==> config.mk <==
export PLATFORM = sky130hd
export DESIGN_NAME = block_rms
export DESIGN_NICKNAME = d
export VERILOG_FILES = /design/src/sv/brms_pkg.sv /design/src/sv/brms_csub.sv /design/src/sv/brms_accum.sv /design/src/sv/brms_iter.sv /design/src/sv/block_rms.sv
export SDC_FILE = /design/constraint.sdc
export NUM_CORES = 1
export LEC_CHECK = 0
export BUFFER_PORTS_ARGS = -buffer_cell sky130_fd_sc_hd__buf_2
export CORE_AREA = 2 2 242 244
export CTS_CLUSTER_SIZE = 20
export DETAILED_ROUTE_END_ITERATION = 12
export DIE_AREA = 0 0 244 246
export PLACE_DENSITY = 0.56
export SYNTH_ARGS = -nofsm -noshare
export SYNTH_HDL_FRONTEND = slang
export SYNTH_HIERARCHICAL = 1
export SYNTH_SLANG_ARGS = --single-unit
==> constraint.sdc <==
create_clock -name i_clk -period 14.1 [get_ports i_clk]
set_input_delay 0.705 -clock i_clk [delete_from_list [all_inputs] [get_ports i_clk]]
set_output_delay 0.705 -clock i_clk [all_outputs]
set_load 0.02 [all_outputs]
==> src/sv/brms_pkg.sv <==
// ----------------------------------------------------------------------------
// brms_pkg
// Shared constants and types for the block RMS engine.
// ----------------------------------------------------------------------------
package brms_pkg;

    localparam int MAX_SAMPLES_DEF = 65536;
    localparam int SAMPLE_BITS_DEF = 16;

    // fixed result field widths
    localparam int RMS_W  = 16;
    localparam int USED_W = 17;

    typedef enum logic [2:0] {
        S_IDLE,
        S_DRAIN,
        S_LOAD,
        S_DIV,
        S_ROOT
    } t_state;

    // accumulator control
    typedef struct packed {
        logic take;   // request accepted this cycle
        logic clear;  // block finished, start afresh
    } t_acc_ctl;

endpackage

==> src/sv/brms_csub.sv <==
// ----------------------------------------------------------------------------
// brms_csub
// Shared compare-and-subtract unit, used by both divider and root steps.
// ----------------------------------------------------------------------------
module brms_csub #(
    parameter int W = 24
) (
    input  logic [W-1:0] i_a,
    input  logic [W-1:0] i_b,
    output logic         o_ge,
    output logic [W-1:0] o_diff
);

    logic [W:0] w_sub;

    assign w_sub  = {1'b0, i_a} - {1'b0, i_b};
    assign o_ge   = ~w_sub[W];
    assign o_diff = w_sub[W-1:0];

endmodule

==> src/sv/brms_accum.sv <==
// ----------------------------------------------------------------------------
// brms_accum
// Squares each sample and keeps the running sum of squares and the tally.
// ----------------------------------------------------------------------------
module brms_accum #(
    parameter int SAMPLE_BITS = 16,
    parameter int MAX_SAMPLES = 65536,
    parameter int TALLY_W     = 17,
    parameter int SUM_W       = 47
) (
    input  logic                   i_clk,
    input  logic                   i_rst_n,
    input  brms_pkg::t_acc_ctl     i_ctl,
    input  logic [SAMPLE_BITS-1:0] i_sample,
    output logic [SUM_W-1:0]       o_sum,
    output logic [TALLY_W-1:0]     o_tally,
    output logic                   o_over
);

    import brms_pkg::*;

    localparam int SQ_W = 2 * SAMPLE_BITS - 1;

    logic [SAMPLE_BITS-1:0]   w_mag;
    logic [2*SAMPLE_BITS-1:0] w_prod;
    logic [SUM_W:0]           w_add;
    logic                     w_room;

    logic [SQ_W-1:0]    r_sq;
    logic               r_sq_vld;
    logic [SUM_W-1:0]   r_sum;
    logic [TALLY_W-1:0] r_tally;
    logic               r_over;

    // magnitude; the most negative code maps to 2^(SAMPLE_BITS-1)
    assign w_mag  = i_sample[SAMPLE_BITS-1] ? (~i_sample + 1'b1) : i_sample;
    assign w_prod = w_mag * w_mag;
    assign w_room = r_tally < TALLY_W'(MAX_SAMPLES);
    assign w_add  = {1'b0, r_sum} + (SUM_W+1)'(r_sq);

    always_ff @(posedge i_clk) begin
        r_sq <= w_prod[SQ_W-1:0];
    end

    always_ff @(posedge i_clk) begin
        if (!i_rst_n || i_ctl.clear) begin
            r_sq_vld <= 1'b0;
            r_sum    <= '0;
            r_tally  <= '0;
            r_over   <= 1'b0;
        end else begin
            r_sq_vld <= i_ctl.take && w_room;
            if (r_sq_vld) begin
                // saturate on carry (only reachable at the widest settings)
                r_sum <= w_add[SUM_W] ? '1 : w_add[SUM_W-1:0];
            end
            if (i_ctl.take) begin
                if (w_room) begin
                    r_tally <= r_tally + 1'b1;
                end else begin
                    r_over <= 1'b1;
                end
            end
        end
    end

    assign o_sum   = r_sum;
    assign o_tally = r_tally;
    assign o_over  = r_over;

endmodule

==> src/sv/brms_iter.sv <==
// ----------------------------------------------------------------------------
// brms_iter
// Sequencer: restoring divide then digit-by-digit root on one shared unit.
// ----------------------------------------------------------------------------
module brms_iter #(
    parameter int SUM_W   = 47,
    parameter int TALLY_W = 17
) (
    input  logic                       i_clk,
    input  logic                       i_rst_n,
    input  logic                       i_take,
    input  logic                       i_last,
    input  logic [SUM_W-1:0]           i_sum,
    input  logic [TALLY_W-1:0]         i_tally,
    input  logic                       i_over,
    output logic                       o_busy,
    output logic                       o_clear,
    output logic                       o_done,
    output logic [brms_pkg::RMS_W-1:0]  o_rms_value,
    output logic [brms_pkg::USED_W-1:0] o_samples_used,
    output logic                       o_too_many
);

    import brms_pkg::*;

    localparam int R     = (SUM_W + 1) / 2;
    localparam int W2    = 2 * R;
    localparam int CW    = (TALLY_W + 1 > R + 2) ? TALLY_W + 1 : R + 2;
    localparam int CNT_W = $clog2(W2);

    t_state             r_state, n_state;
    logic               r_done,  n_done;
    logic [CW-1:0]      r_rem,   n_rem;
    logic [W2-1:0]      r_work,  n_work;
    logic [R-1:0]       r_root,  n_root;
    logic [CNT_W-1:0]   r_cnt,   n_cnt;
    logic [TALLY_W-1:0] r_tally, n_tally;
    logic               r_over,  n_over;

    logic [CW-1:0] w_sh_div, w_sh_root, w_trial;
    logic [CW-1:0] w_a, w_b, w_diff;
    logic          w_ge;
    logic          w_clear;

    // next partial remainders
    assign w_sh_div  = {r_rem[CW-2:0], r_work[W2-1]};
    assign w_sh_root = {r_rem[CW-3:0], r_work[W2-1:W2-2]};
    assign w_trial   = CW'({r_root, 2'b01});

    assign w_a = (r_state == S_ROOT) ? w_sh_root : w_sh_div;
    assign w_b = (r_state == S_ROOT) ? w_trial   : CW'(r_tally);

    brms_csub #(.W(CW)) u_csub (
        .i_a    (w_a),
        .i_b    (w_b),
        .o_ge   (w_ge),
        .o_diff (w_diff)
    );

    always_ff @(posedge i_clk) begin
        if (!i_rst_n) begin
            r_state <= S_IDLE;
            r_done  <= 1'b0;
        end else begin
            r_state <= n_state;
            r_done  <= n_done;
        end
    end

    always_ff @(posedge i_clk) begin
        r_rem   <= n_rem;
        r_work  <= n_work;
        r_root  <= n_root;
        r_cnt   <= n_cnt;
        r_tally <= n_tally;
        r_over  <= n_over;
    end

    always_comb begin
        n_state = r_state;
        n_done  = 1'b0;
        n_rem   = r_rem;
        n_work  = r_work;
        n_root  = r_root;
        n_cnt   = r_cnt;
        n_tally = r_tally;
        n_over  = r_over;
        w_clear = 1'b0;
        case (r_state)
            S_IDLE: begin
                if (i_take && i_last) begin
                    n_state = S_DRAIN;
                end
            end
            S_DRAIN: begin
                // last square lands in the sum
                n_state = S_LOAD;
            end
            S_LOAD: begin
                n_work  = W2'(i_sum);
                n_rem   = '0;
                n_tally = i_tally;
                n_over  = i_over;
                n_cnt   = CNT_W'(W2 - 1);
                w_clear = 1'b1;
                n_state = S_DIV;
            end
            S_DIV: begin
                n_rem  = w_ge ? w_diff : w_sh_div;
                n_work = {r_work[W2-2:0], w_ge};
                if (r_cnt == '0) begin
                    n_rem   = '0;
                    n_root  = '0;
                    n_cnt   = CNT_W'(R - 1);
                    n_state = S_ROOT;
                end else begin
                    n_cnt = r_cnt - 1'b1;
                end
            end
            S_ROOT: begin
                n_rem  = w_ge ? w_diff : w_sh_root;
                n_work = {r_work[W2-3:0], 2'b00};
                n_root = {r_root[R-2:0], w_ge};
                if (r_cnt == '0) begin
                    n_done  = 1'b1;
                    n_state = S_IDLE;
                end else begin
                    n_cnt = r_cnt - 1'b1;
                end
            end
            default: begin
                n_state = S_IDLE;
            end
        endcase
    end

    assign o_busy         = (r_state != S_IDLE);
    assign o_clear        = w_clear;
    assign o_done         = r_done;
    assign o_rms_value    = RMS_W'(r_root);
    assign o_samples_used = USED_W'(r_tally);
    assign o_too_many     = r_over;

endmodule

==> src/sv/block_rms.sv <==
// ----------------------------------------------------------------------------
// block_rms
// Integer RMS of a block of signed samples, floored throughout.
// ----------------------------------------------------------------------------
// Samples are requested with start while busy is low. A sample without the
// last mark is taken without a stall and busy stays low, so samples can stream
// every cycle. The sample marked last raises busy while the engine steps
// through a drain state that lets the final square land in the sum, a load
// state, the divider at one quotient bit per cycle, then the root at one
// root bit per cycle, all on a single shared compare-subtract unit.
// The result
// (o_rms_value, o_samples_used, o_too_many) is shown for exactly one cycle
// with o_done, the same cycle busy falls; there is no back-pressure, so the
// receiver must take it then. Samples past MAX_SAMPLES are dropped and flag
// o_too_many; the accumulator clears itself once the result is loaded.
// ----------------------------------------------------------------------------
module block_rms #(
    parameter int MAX_SAMPLES = brms_pkg::MAX_SAMPLES_DEF,
    parameter int SAMPLE_BITS = brms_pkg::SAMPLE_BITS_DEF
) (
    input  logic                        i_clk,
    input  logic                        i_rst_n,
    input  logic                        start,
    output logic                        busy,
    input  logic [SAMPLE_BITS-1:0]      i_sample,
    input  logic                        i_last_sample,
    output logic                        o_done,
    output logic [brms_pkg::RMS_W-1:0]  o_rms_value,
    output logic [brms_pkg::USED_W-1:0] o_samples_used,
    output logic                        o_too_many
);

    import brms_pkg::*;

    // tally must hold MAX_SAMPLES itself
    localparam int TALLY_W = $clog2(MAX_SAMPLES + 1);
    // squares reach 2^(2*SAMPLE_BITS-2); sum capped at 64 bits (saturating)
    localparam int SUM_RAW = 2 * SAMPLE_BITS - 2 + TALLY_W;
    localparam int SUM_W   = (SUM_RAW > 64) ? 64 : SUM_RAW;

    logic               w_take;
    logic               w_busy;
    logic               w_clear;
    t_acc_ctl           w_acc_ctl;
    logic [SUM_W-1:0]   w_sum;
    logic [TALLY_W-1:0] w_tally;
    logic               w_over;

    // request accepted
    assign w_take = start && !w_busy;

    assign w_acc_ctl.take  = w_take;
    assign w_acc_ctl.clear = w_clear;

    brms_accum #(
        .SAMPLE_BITS (SAMPLE_BITS),
        .MAX_SAMPLES (MAX_SAMPLES),
        .TALLY_W     (TALLY_W),
        .SUM_W       (SUM_W)
    ) u_accum (
        .i_clk    (i_clk),
        .i_rst_n  (i_rst_n),
        .i_ctl    (w_acc_ctl),
        .i_sample (i_sample),
        .o_sum    (w_sum),
        .o_tally  (w_tally),
        .o_over   (w_over)
    );

    brms_iter #(
        .SUM_W   (SUM_W),
        .TALLY_W (TALLY_W)
    ) u_iter (
        .i_clk          (i_clk),
        .i_rst_n        (i_rst_n),
        .i_take         (w_take),
        .i_last         (i_last_sample),
        .i_sum          (w_sum),
        .i_tally        (w_tally),
        .i_over         (w_over),
        .o_busy         (w_busy),
        .o_clear        (w_clear),
        .o_done         (o_done),
        .o_rms_value    (o_rms_value),
        .o_samples_used (o_samples_used),
        .o_too_many     (o_too_many)
    );

    assign busy = w_busy;

endmodule

==> impl_metrics.env <==
export IMPL_detailed_place_hpwl_um=36300
export IMPL_antenna_found_initial=0
export IMPL_relSlewSlack=0.242
export IMPL_post_cts_buffers=0
export IMPL_cts_hold_buf=0
export IMPL_final_core_util=0.378
export IMPL_vias=15100
export IMPL_clk_path_buf_depth=3
export IMPL_clock_skew_ns=0.0112
export IMPL_layout_nets=2572
export IMPL_layout_common_cells="inv_1 (328), nand2_1 (220), fa_1 (166), a21oi_1 (161), ha_1 (153)"
export IMPL_via_per_inst=4.99
export IMPL_clkTransAtPathRegs_ns=0.06
export IMPL_crit_path_end_kind="register"
export IMPL_initialDrtViolationCount=675
export IMPL_cp_start_kind="input pin"
export IMPL_tritoncts="done"
export IMPL_drt_met1_wl_um=22000
export IMPL_cts_inserted_buffers=27
export IMPL_crit_slowest_cell="fa_1"
export IMPL_rsz0062_at_grt="no"
export IMPL_overflow=0
export IMPL_yosysWarnings=6
export IMPL_grt_pass1_wl_um=77600
export IMPL_worst_pin_slew_ns=1.13
export IMPL_layout_min_cycle_time_ns=8.44
export IMPL_netlist_area_sq_um=19900
export IMPL_seqCellArea_sq_um=5640
export IMPL_portBuffers=55
export IMPL_h_tree_depth=1
export IMPL_cts_sink_count=221
export IMPL_grt_pass1_vias=15300
export IMPL_grt_start_max_net_pins=77
export IMPL_wl_met3_um=1740
export IMPL_final_setup_viol_count=0
export IMPL_tns_ns=0
export IMPL_finalWirelength_um=46400
export IMPL_insertedDiodeCount=0
export IMPL_max_freq_ghz=0.118
export IMPL_finalCritPeriodShare=0.599
export IMPL_crit_arrival_ns=8.89
export IMPL_worst_setup_path_type="input pin to register"
export IMPL_rows=88
export IMPL_worst_path_buf_inv=8
export IMPL_slew_violations=0
export IMPL_drive_gt1_frac=0.0706
export IMPL_cp_required_ns=14.55
export IMPL_drc=0
export IMPL_fp_dieH_um=246
export IMPL_critical_path_max_stage_delay_ns=0.54
export IMPL_start_util=0.347
export IMPL_cts_root_buf="clkbuf_16"
export IMPL_die_area_sq_um=60000
export IMPL_wire_per_inst_um=15.4
export IMPL_topRoutingLayerUsed="met4"
export IMPL_wl_met2_um=21700
export IMPL_timing_final_hold_violations=0
export IMPL_fillers=5781
export IMPL_layout_commonest_cell="inv_1"
export IMPL_synth_area_per_cell_sq_um=8.90
export IMPL_ant_nets=0
export IMPL_grt_use_total=0.155
export IMPL_clock_latency_ns=0.54
export IMPL_die_x_um=244
export IMPL_area_growth_pct=8.83
export IMPL_maxCapViolCount=0
export IMPL_min_path_type="input pin to register"
export IMPL_dr_pass1_iters=5
export IMPL_coreArea_sq_um=57400
export IMPL_multi_input_area_sq_um=12500
export IMPL_cts_resized=0
export IMPL_gp_congestion=0.878
export IMPL_critPathTopFamily="adder cells"
export IMPL_io_pin_count=56
export IMPL_cp_max_fo=9
export IMPL_status="finished clean"
export IMPL_syn_inst=2236
==> worst register-to-register path, stage by stage, from the launching register on <==
cell	delay (ns)
dfxtp_1	0.47
or3b_2	0.17
buf_4	0.59
nand2_1	0.13
nand2_1	0.09
inv_1	0.04
ha_1	0.20
inv_1	0.07
fa_1	0.20
a21oi_1	0.11
o211ai_1	0.23
a211o_1	0.25
nand3_1	0.16
o311a_1	0.39
o21ai_1	0.18
a21o_2	0.14
buf_4	0.57
nor2b_1	0.19
a21oi_1	0.18
o22ai_1	0.11
==> path summary, 6_finish.rpt <==
path	endpoint	cells after the start	from	slack [ns]
worst max register to register	u_iter/r_rem[18]	19	u_iter/r_state[0]	9.36
worst max-delay path	u_accum/r_sq[29]	28	i_sample[2]	5.66
worst min-delay path	u_accum/r_sq[0]	1	i_sample[0]	0.37
worst min register to register	u_iter/o_too_many	0	u_accum/o_over	0.44
==> routing by layer <==
metal,vias up,track usage
met1,7230,0.209
met5,-,0
met2,259,0.264
li1,7525,-
met4,0,0.0421
met3,55,0.0167
==> metrics by stage <==
stage	hold WS, ns	instance area, sq um	setup slack, ns	instances
after floorplan	0.409	19900	6.30	2245
after global placement	0.414	20800	5.31	2969
after detailed placement	0.421	20800	5.02	2969
after CTS	0.348	21700	5.60	3018
after global routing	0.357	21700	5.09	3018
final	0.371	21700	5.66	3018
==> cell type report <==
type	instances	share of cell area
Multi-Input combinational cell	1575	0.579
Sequential cell	221	0.260
Inverter	336	0.0582
Tap cell	765	0.0442
Clock buffer	39	0.0370
Timing Repair Buffer	72	0.0186
Clock inverter	10	0.00312
==> sequential cells by signal, indices dropped and copies added, names as in the netlist <==
name	count
u_iter/r_root	24
u_iter/r_work	48
u_accum/o_over	1
u_accum/r_sq	30
u_iter/r_state	3
u_iter/o_done	1
u_accum/o_sum	47
u_accum/o_tally	17
u_iter/o_too_many	1
u_iter/r_cnt	6
u_accum/r_sq_vld	1
u_iter/o_samples_used	17
u_iter/r_rem	25
Power is not shown: default switching activity piles up to over one toggle a cycle in this logic, so the estimate is an artifact.
